**src/rtl/visited_tile_direction_hash_set_unit_macros.svh**
```systemverilog
// Assertion macros for the visited tile/direction hash set.
// Needs a clk and an active-high rst in the including module's scope.
`ifndef VISITED_TILE_DIRECTION_HASH_SET_UNIT_MACROS_SVH
`define VISITED_TILE_DIRECTION_HASH_SET_UNIT_MACROS_SVH
`ifndef SYNTH
`define VTD_ASSERT_IMP(lbl, ante, cons) \
  lbl: assert property (@(posedge clk) disable iff (rst) (ante) |-> (cons)) \
    else $error("%m: assertion failed");
`define VTD_ASSERT_NXT(lbl, ante, cons) \
  lbl: assert property (@(posedge clk) disable iff (rst) (ante) |=> (cons)) \
    else $error("%m: assertion failed");
`else
`define VTD_ASSERT_IMP(lbl, ante, cons)
`define VTD_ASSERT_NXT(lbl, ante, cons)
`endif
`endif

```
**src/rtl/vtd_ram.sv**
```systemverilog
// Generic single-port synchronous RAM, registered read, no reset.
// Standalone.
module vtd_ram #(
  parameter int WIDTH = 8,
  parameter int DEPTH = 16
) (
  input  logic                     clk,
  input  logic                     we,
  input  logic                     re,
  input  logic [$clog2(DEPTH)-1:0] addr,
  input  logic [WIDTH-1:0]         wdata,
  output logic [WIDTH-1:0]         rdata
);

  logic [WIDTH-1:0] mem [DEPTH];

  always_ff @(posedge clk) begin
    if (we) begin
      mem[addr] <= wdata;
    end
    if (re) begin
      rdata <= mem[addr];
    end
  end

endmodule

```
**config.mk**
```make
export PLATFORM = sky130hd
export DESIGN_NAME = vtd_ram
export DESIGN_NICKNAME = d
export VERILOG_FILES = /design/src/rtl/visited_tile_direction_hash_set_unit_macros.svh /design/src/rtl/vtd_ram.sv
export SDC_FILE = /design/constraint.sdc
export NUM_CORES = 1
export LEC_CHECK = 0
export BUFFER_PORTS_ARGS = -buffer_cell sky130_fd_sc_hd__buf_2
export CORE_UTILIZATION = 40
export DETAILED_ROUTE_END_ITERATION = 8
export GPL_TIMING_DRIVEN = 1
export SYNTH_ARGS = -nofsm -noshare
export SYNTH_HDL_FRONTEND = slang
export SYNTH_SLANG_ARGS = --single-unit
export TNS_END_PERCENT = 1
```
**constraint.sdc**
```tcl
create_clock -name clk -period 2.7 [get_ports clk]
set_clock_uncertainty 0.2 [all_clocks]
set_input_delay 0.405 -clock clk [delete_from_list [all_inputs] [get_ports clk]]
set_output_delay 0.405 -clock clk [all_outputs]
set_load 0.05 [all_outputs]
```
==> metrics.md, run 1 <==
| Metric | Value |
|---|---|
| Avg Cell Area, Syn | `22.38 um2` |
| Seq pwr share | `47.4%` |
| Largest net degree at the start of global routing | `24` |
| Gate Count Post-Synth | `230` |
| Slew HR | `around 44%` |
| Nets | `293` |
| Io pins | `23` |
| Internal power | `~4.0 mW` |
| Tot Pwr | `approximately 5.0 mW` |
| Final WL | `about 9 mm` |
| Leakage | `roughly 2.0 nW` |
| Wire per inst | `19.90 um` |
| Placed insts | `about 430` |
| Final period utilization | `between 60% and 70%` |
| Critical path's slowest cell | `mux4_2` |
| Die height | `around 120 um` |
| CP Cell Sequence | `buf_2 -> buf_4 -> mux4_2 -> a22oi_1 -> nand2_1` |
| GR Overflow Total | `0` |
| RSZ-0062 raised after global routing | `false` |
| CP Capture Type | `register` |
| Syn. warnings | `0` |
| Fin. Hold Viols | `0` |
| TritonCTS Buffers | `17` |
| Comb pwr share | `about 5.0%` |
| VDD IR max | `roughly 420 uV` |
| Synth cell types | `17` |
| CTS sink cnt | `around 140` |
| Crit-path max FO | `9` |
| Switching Share | `20.23%` |
| Reg clk slew, reported paths | `about 60 ps` |
| R2R depth | `3` |
| Worst-Margin Slew | `roughly 840 ps` |
| Number of fill cells in the layout | `between 900 and 1,000` |
| Core area | `between 0.01 and 0.015 mm2` |
| CTS tree | `done` |
| First DRT Iteration DRCs | `~150` |
| Syn nets | `245` |
| Initial antenna violation count | `0` |
| CTS root buffer | `clkbuf_16` |
| Postcts setup bufs | `0` |
| Setup_tns | `0 ps` |
| Cell Area, Synth | `between 0.005 and 0.006 mm2` |
| Maximum Capacitance Violations | `0` |
| Worst Hold Class | `primary input to register` |
| Drt drc | `0` |
| First-pass GRT wire length | `approximately 15 mm` |
| Post-DR vias/cell | `4.952` |
| Critical R2R Launch | `mem[7][6]` |
| Antenna viol nets, final | `0` |
| Startpoint Class | `primary input` |
| Outcome | `complete, no violations` |
| Tot GR Track Use | `between 10% and 20%` |
| Fmax | `545.3 MHz` |
| Hold_ws | `approximately 140 ps` |
| Finished Cell Area | `roughly 0.0062 mm2` |
| FP Rows | `41` |
| Layout cells sized above 1 | `35.40%` |
| Max-slew violation count | `0` |
| CTS resizes | `0` |
| Largest cells by area after synthesis | `edfxtp_1 (79%), mux4_2 (14%), a22oi_1 (2.3%)` |
| Post-layout min period | `approximately 1800 ps` |
| Multi-input logic area | `between 0.001 and 0.0015 mm2` |
| Peak per-stage delay on the critical path | `approximately 530 ps` |
| Post-detail-place hpwl | `a little over 6 mm` |
| CP Depth | `5` |
| Pwr/cell area | `roughly 800 mW/mm2` |
| Die area | `between 0.01 and 0.015 mm2` |
| # hold bufs at CTS | `0` |
| Placer Congestion | `0.7491` |
| HP Start | `re` |
| FF/Latch Area | `around 0.0041 mm2` |
| Worst Path Required | `roughly 2600 ps` |
| Setup ws final | `866.3 ps` |
| Layout Cells excl Fill | `between 400 and 500` |
| Critical path's top delay family | `multiplexers` |
| Reg2Reg Setup Slack | `between 900 and 1000 ps` |
| Buffers on Ports | `22` |
| Worst Setup SP | `addr[0]` |
| Top cell type's share of synthesized area | `roughly four fifths` |
| Via count | `2,293` |
| Diode count | `0` |
| Power share of the clock group | `roughly 48%` |
| Buffers and inverters on the worst path | `2` |
| Capture point of the worst reg-to-reg path | `rdata[6]` |
| Synth area leader | `edfxtp_1` |
| CP Class | `primary input to register` |
| Vias in the first global route | `2,524` |
| Fin util | `between 40% and 50%` |
| Clk Latency, worst-skew pair | `around 400 ps` |
| CP endpoint | `rdata[6]` |
| Area after DPL | `~0.0056 mm2` |
| Switching pwr | `slightly above 1 mW` |
| First-pass detailed-route iteration total | `4` |
| Final setup vio count | `0` |
| Critical path arrival | `approximately 1800 ps` |
| Die W | `115.4 um` |
| Setup slack at placement | `~430 ps` |
| Initial Util | `approximately two fifths` |
| CTS Buffer Depth | `2` |
| Seq/Total Area, Yosys | `about 79%` |
| Area delta synth->final | `20.47%` |
| Htree depth | `4` |
| Flops & latches, synth | `approximately 140` |
==> registers in the layout (all words and copies together), names as in the netlist <==
| name | flops |
|---|---|
| mem | 128 |
| rdata | 8 |
==> how the worst min path moves through the flow <==
stage	slack (ps)	to	cells after the start
2_1_floorplan	300	mem[0][0]	0
4_1_cts	130	rdata[7]	1
5_1_grt	130	rdata[5]	1
3_3_place_gp	530	rdata[2]	3
3_5_place_dp	550	rdata[0]	3
6_report	140	rdata[5]	1
==> cells in the mapped netlist <==
cell	number
edfxtp_1	136
mux4_2	32
a22oi_1	16
nor2_1	13
nand2_1	9
buf_1	4
nor3_1	4
buf_2	2
buf_6	2
clkbuf_1	2
nand2b_1	2
nand3b_1	2
nor2b_1	2
and2_1	1
clkbuf_2	1
nand3_1	1
or3b_2	1
==> power by group through the flow <==
stage / Sequential [mW] / Combinational (mW) / Clock (mW)
6_report: 2.39 / 0.252 / 2.40
5_1_grt: 2.39 / 0.274 / 2.54
4_1_cts: 2.39 / 0.257 / 2.44
3_5_place_dp: 2.43 / 0.257 / 0
3_3_place_gp: 2.43 / 0.252 / 0
2_1_floorplan: 2.47 / 0.122 / 0
==> worst reg2reg max path: stages (launching register included) <==
cell      delay, ps
edfxtp_1        350
mux4_2          480
a22oi_1         280
nand2_1         140
==> per-layer routing <==
layer / track usage [%] / vias up / routed length (um)
met4: 6.234 / 0 / 90
met2: 25.59 / 57 / 4662
met3: 4.969 / 7 / 387
met5: 0 / - / 0
met1: 20.33 / 1164 / 4076
li1: - / 1065 / -
==> cell usage in the layout, fill, tap and decap left out <==
master        n
buf_2        22
bufinv_16     4
nand2b_1      2
buf_4        16
or3b_2        1
nand2_1       9
mux4_2       32
nor2_1       13
and2_1        1
edfxtp_1    136
clkbuf_16    17
inv_6         1
clkinv_4      5
nand3b_1      2
nor2b_1       2
clkinvlp_4    3
a22oi_1      16
nor3_1        4
clkinv_1      2
buf_12        2
nand3_1       1
==> area by class of cell <==
| type | instances | share of cell area [%] |
|---|---|---|
| clock buffer | 17 | 6.860 |
| clock inverter | 15 | 3.269 |
| multi-input combinational | 83 | 16.18 |
| sequential | 136 | 65.86 |
| tap | 172 | 3.471 |
| timing repair buffer | 40 | 4.358 |
==> logic make-up after synthesis <==
group | after synthesis | share of synthesized area, %
flops | 136 | 79.34
simple gates | 35 | 3.160
mux | 32 | 14.00
compound gates | 16 | 2.334
buf+inv | 11 | 1.167
Power figures use the tool's default switching activity.
==> run 2: changes to the inputs <==
==> constraint.sdc (replaced) <==
create_clock -name clk -period 1.7 [get_ports clk]
set_clock_uncertainty 0.2 [all_clocks]
set_input_delay 0.255 -clock clk [delete_from_list [all_inputs] [get_ports clk]]
set_output_delay 0.255 -clock clk [all_outputs]
set_load 0.05 [all_outputs]
==> metrics.md, run 2 (synthesis results as in run 1) <==
| Metric | Value |
|---|---|
| Outcome | `complete, no violations` |
| RSZ-0062 raised after global routing | `false` |
| Drt drc | `0` |
| Post-DR vias/cell | `5.105` |
| Post-layout min period | `approximately 1600 ps` |
| Nets | `approximately 300` |
| CTS sink cnt | `136` |
| CP Class | `register to register` |
| Die W | `between 100 and 150 um` |
| Worst Path Required | `1660 ps` |
| Maximum Capacitance Violations | `0` |
| First-pass detailed-route iteration total | `7` |
| Post-detail-place hpwl | `6.550 mm` |
| Buffers on Ports | `22` |
| GR Overflow Total | `0` |
| CP Cell Sequence | `mux4_2 -> a22oi_2 -> nand2_1` |
| FF/Latch Area | `a little over 0.004 mm2` |
| Peak per-stage delay on the critical path | `between 400 and 500 ps` |
| Reg clk slew, reported paths | `about 60 ps` |
| Worst Hold Class | `primary input to register` |
| Initial Util | `about two fifths` |
| FP Rows | `between 40 and 50` |
| Die area | `0.01333 mm2` |
| Largest Register | `mem` |
| Area delta synth->final | `21.37%` |
| Die height | `approximately 120 um` |
| Clk Latency, worst-skew pair | `410 ps` |
| CTS Buffer Depth | `2` |
| Largest net degree at the start of global routing | `23` |
| Crit-path max FO | `1` |
| VDD IR max | `742.1 uV` |
| Worst-Margin Slew | `around 800 ps` |
| Wire per inst | `20.32 um` |
| Leakage | `2.063 nW` |
| First DRT Iteration DRCs | `176` |
| Slew HR | `45.81%` |
| Largest register FFs | `roughly 130` |
| Max-slew violation count | `0` |
| Vias in the first global route | `between 2,000 and 3,000` |
| Fmax | `609.5 MHz` |
| Critical R2R Launch | `mem[3][0]` |
| Biggest regs | `mem: 128 flops, rdata: 8 flops` |
| Placer Congestion | `slightly above 0.7` |
| Final setup vio count | `0` |
| Fin. Hold Viols | `0` |
| Tot GR Track Use | `between 15 and 20%` |
| CTS root buffer | `clkbuf_16` |
| Startpoint Class | `register` |
| Multi-input logic area | `approximately 0.0010 mm2` |
| Initial antenna violation count | `0` |
| Antenna viol nets, final | `0` |
| First-pass GRT wire length | `approximately 15 mm` |
| Number of fill cells in the layout | `approximately 1,000` |
| Io pins | `23` |
| Fin util | `49.71%` |
| Commonest non-fill, non-tap cell in the layout | `edfxtp_1` |
| Final period utilization | `between 90% and 100%` |
| Diode count | `0` |
| Via count | `2,425` |
| Critical path's slowest cell | `mux4_2` |
| Critical path arrival | `approximately 1600 ps` |
| CP endpoint | `rdata[0]` |
| CTS tree | `done` |
| Core area | `between 0.01 and 0.015 mm2` |
| Hold_ws | `roughly 26 ps` |
| TritonCTS Buffers | `17` |
| Commonest non-fill, non-tap cells in the layout | `edfxtp_1 (136), mux4_2 (32), buf_4 (25)` |
| Reg2Reg Setup Slack | `60 ps` |
| Final WL | `a little under 10 mm` |
| Htree depth | `4` |
| Capture point of the worst reg-to-reg path | `rdata[0]` |
| Layout cells sized above 1 | `a little under two fifths` |
| R2R depth | `3` |
| CP Capture Type | `register` |
| Worst Setup SP | `mem[3][0]` |
| Pwr/cell area | `approximately 1200 mW/mm2` |
run 2: cell types whose count changed in the layout (fill, tap and decap cells not counted), sizes merged:
cell | before | now
buf | 40 | 51
bufinv | 4 | 1
clkbuf | 17 | 20
clkinv | 7 | 9
clkinvlp | 3 | 2
dlygate4sd3 | 0 | 1
inv | 1 | 0
run 2: through the flow:
stage / total power, mW / instances / setup slack (ps) / instance area [um2] / setup TNS (ps)
6_report: 7.451 / 475 / 59.41 / 6247 / 0
5_1_grt: 7.716 / 475 / 10.89 / 6247 / 0
4_1_cts: 7.527 / 475 / 2.723 / 6222 / 0
3_5_place_dp: 4.294 / 442 / -348.7 / 5685 / -2864
3_3_place_gp: 4.284 / 442 / -337.8 / 5685 / -2860
2_1_floorplan: 4.115 / 230 / -193.1 / 5152 / -20100
run 2: critical path, delay by kind of cell, from the launching register on:
kind | cells | cell delay, ps
mux | 1 | 490
flops | 1 | 370
simple gates | 1 | 80
compound gates | 1 | 260
run 2: worst min path at each step:
stage                     startpoint          to  slack [ps]  depth (start not counted)
after floorplan             wdata[0]   mem[0][0]         150                          0
after global placement            re    rdata[1]         430                          1
after detailed placement          re    rdata[1]         430                          1
after CTS                   wdata[2]  mem[12][2]           7                          1
after global routing        wdata[2]  mem[12][2]          10                          1
final                       wdata[6]   mem[5][6]          30                          1
run 2: area by class of cell:
cell class | count | area share (%)
timing repair buffer | 52 | 6.209
clock inverter | 12 | 1.362
multi-input combinational | 83 | 16.62
sequential | 136 | 65.37
tap | 172 | 3.445
clock buffer | 20 | 6.990
run 2: per-layer routing:
metal	share of wire, %	up-vias	global-route usage, %	routed length (um)
met5	0	-	0	0
met1	44	1272	21.13	4244
met4	0.90	0	6.234	87
met3	3.9	9	6.015	374
met2	51	53	26.67	4947
li1	-	1091	-	-
run 2: power breakdown:
part / leakage [nW] / internal, mW / switching (mW) / total, mW
Clock: 0.253 / 1.97 / 1.25 / 3.22
Sequential: 1.24 / 3.78 / 0.0186 / 3.80
Combinational: 0.574 / 0.171 / 0.260 / 0.431
run 2: repair_timing:
| action | 4_1_cts | 5_1_grt |
|---|---|---|
| endpoints found under the hold margin | 8 | 0 |
| setup buffers | 0 | 0 |
| gates cloned | 0 | 0 |
| hold buffers | 1 | 0 |
| resized for setup | 1 | 5 |
| endpoints found under the setup margin | 1 | 5 |
==> run 3: changes to the inputs <==
==> constraint.sdc (replaced) <==
create_clock -name clk -period 1.86 [get_ports clk]
set_clock_uncertainty 0.2 [all_clocks]
set_input_delay 0.279 -clock clk [delete_from_list [all_inputs] [get_ports clk]]
set_output_delay 0.279 -clock clk [all_outputs]
set_load 0.05 [all_outputs]
==> metrics.md, run 3 (synthesis results as in run 1) <==
| Metric | Value |
|---|---|
| VDD IR max | `roughly 660 uV` |
| Antenna viol nets, final | `0` |
| Placer Congestion | `about 0.7` |
| Reg clk slew, reported paths | `about 60 ps` |
| Crit-path max FO | `1` |
| Fin util | `about half` |
| Setup slack at placement | `-202.5 ps` |
| CTS tree | `done` |
| Via count | `approximately 2,400` |
| Vias in the first global route | `between 2,000 and 3,000` |
| Initial antenna violation count | `0` |
| Die W | `approximately 120 um` |
| Die height | `115.4 um` |
| Startpoint Class | `register` |
| Fin. Hold Viols | `0` |
| Drt drc | `0` |
| FP Rows | `41` |
| Die area | `approximately 0.013 mm2` |
| Leakage | `2.088 nW` |
| TritonCTS Buffers | `17` |
| CTS resizes | `0` |
| Maximum Capacitance Violations | `0` |
| Layout cells sized above 1 | `about 37%` |
| Critical path arrival | `approximately 1600 ps` |
| Slew HR | `between 40% and 50%` |
| CTS sink cnt | `136` |
| Diode count | `0` |
| Final period utilization | `91.40%` |
| Post-DR vias/cell | `a little over 5` |
| First-pass GRT wire length | `between 10 and 15 mm` |
| Htree depth | `4` |
| Setup ws final | `between 150 and 200 ps` |
| Largest Register | `mem` |
| Wire per inst | `about 20 um` |
| Tot Pwr | `around 7.3 mW` |
| First-pass detailed-route iteration total | `4` |
| Tot GR Track Use | `15.91%` |
| Buffers on Ports | `22` |
| Final setup vio count | `0` |
| Commonest non-fill, non-tap cells in the layout | `edfxtp_1 (136), mux4_2 (32), buf_2 (22)` |
| Clk Latency, worst-skew pair | `400 ps` |
| Hold_ws | `slightly below 50 ps` |
| CTS root buffer | `clkbuf_16` |
| Worst-Margin Slew | `between 800 and 900 ps` |
| GR Overflow Total | `0` |
| Commonest non-fill, non-tap cell in the layout | `edfxtp_1` |
| Max-slew violation count | `0` |
| Largest register FFs | `between 100 and 150` |
| # hold bufs at CTS | `0` |
| Nets | `around 300` |
| Post-layout min period | `roughly 1700 ps` |
| CTS Buffer Depth | `2` |
| Worst Hold Class | `primary input to register` |
| Outcome | `complete, no violations` |
| Largest net degree at the start of global routing | `28` |
| CP Class | `register to register` |
| Biggest regs | `mem: 128 flops, rdata: 8 flops` |
| Post-detail-place hpwl | `approximately 6.4 mm` |
| Pwr/cell area | `1158 mW/mm2` |
| First DRT Iteration DRCs | `roughly 170` |
| Initial Util | `approximately 41%` |
| RSZ-0062 raised after global routing | `false` |
| Fmax | `between 500 and 600 MHz` |
| Core area | `0.01257 mm2` |
| Final WL | `~9.5 mm` |
| CP Capture Type | `register` |
| Worst Path Required | `approximately 1800 ps` |
| Area delta synth->final | `22.10%` |
| Io pins | `23` |
| Postcts setup bufs | `0` |
run 3: worst max-delay path, cell delays in order, from the launching register on:
cell,delay [ps]
edfxtp_1,360
mux4_2,460
a22oi_1,320
nand2_1,90
run 3: final cells by class:
cell class | instances | area [um2]
Multi-Input combinational cell | 83 | 1008
Fill cell | 1002 | 6284
Timing Repair Buffer | 48 | 367.9
Sequential cell | 136 | 4084
Tap cell | 172 | 215.2
Clock inverter | 14 | 180.2
Clock buffer | 18 | 429.2
run 3: worst paths after layout:
| check | from | to | slack, ps | cells after the start |
|---|---|---|---|---|
| max reg2reg | mem[3][2] | rdata[2] | 160 | 3 |
| max | mem[3][2] | rdata[2] | 160 | 3 |
| min | re | rdata[7] | 50 | 1 |
| min reg2reg | mem[13][0] | rdata[0] | 540 | 3 |
run 3: report_power, final:
part	total [mW]	leakage (nW)	internal, mW	switching [mW]
clock	3.43	0.295	2.23	1.20
combinational	0.384	0.557	0.150	0.234
sequential	3.47	1.24	3.45	0.0161
run 3: stage by stage:
stage,cell area (um2),TNS [ps],std cells
floorplan,5152,-3927,230
global placement,5675,-1212,439
detailed placement,5675,-1361,439
CTS,6285,0,471
global route,6285,0,471
finish,6285,0,471
run 3: layer usage:
layer | up-vias | wire, um | GRT usage (%)
li1 | 1083 | - | -
met1 | 1280 | 4268 | 20.57
met2 | 44 | 4877 | 25.87
met3 | 7 | 257 | 4.184
met4 | 0 | 87 | 6.234
met5 | - | 0 | 0
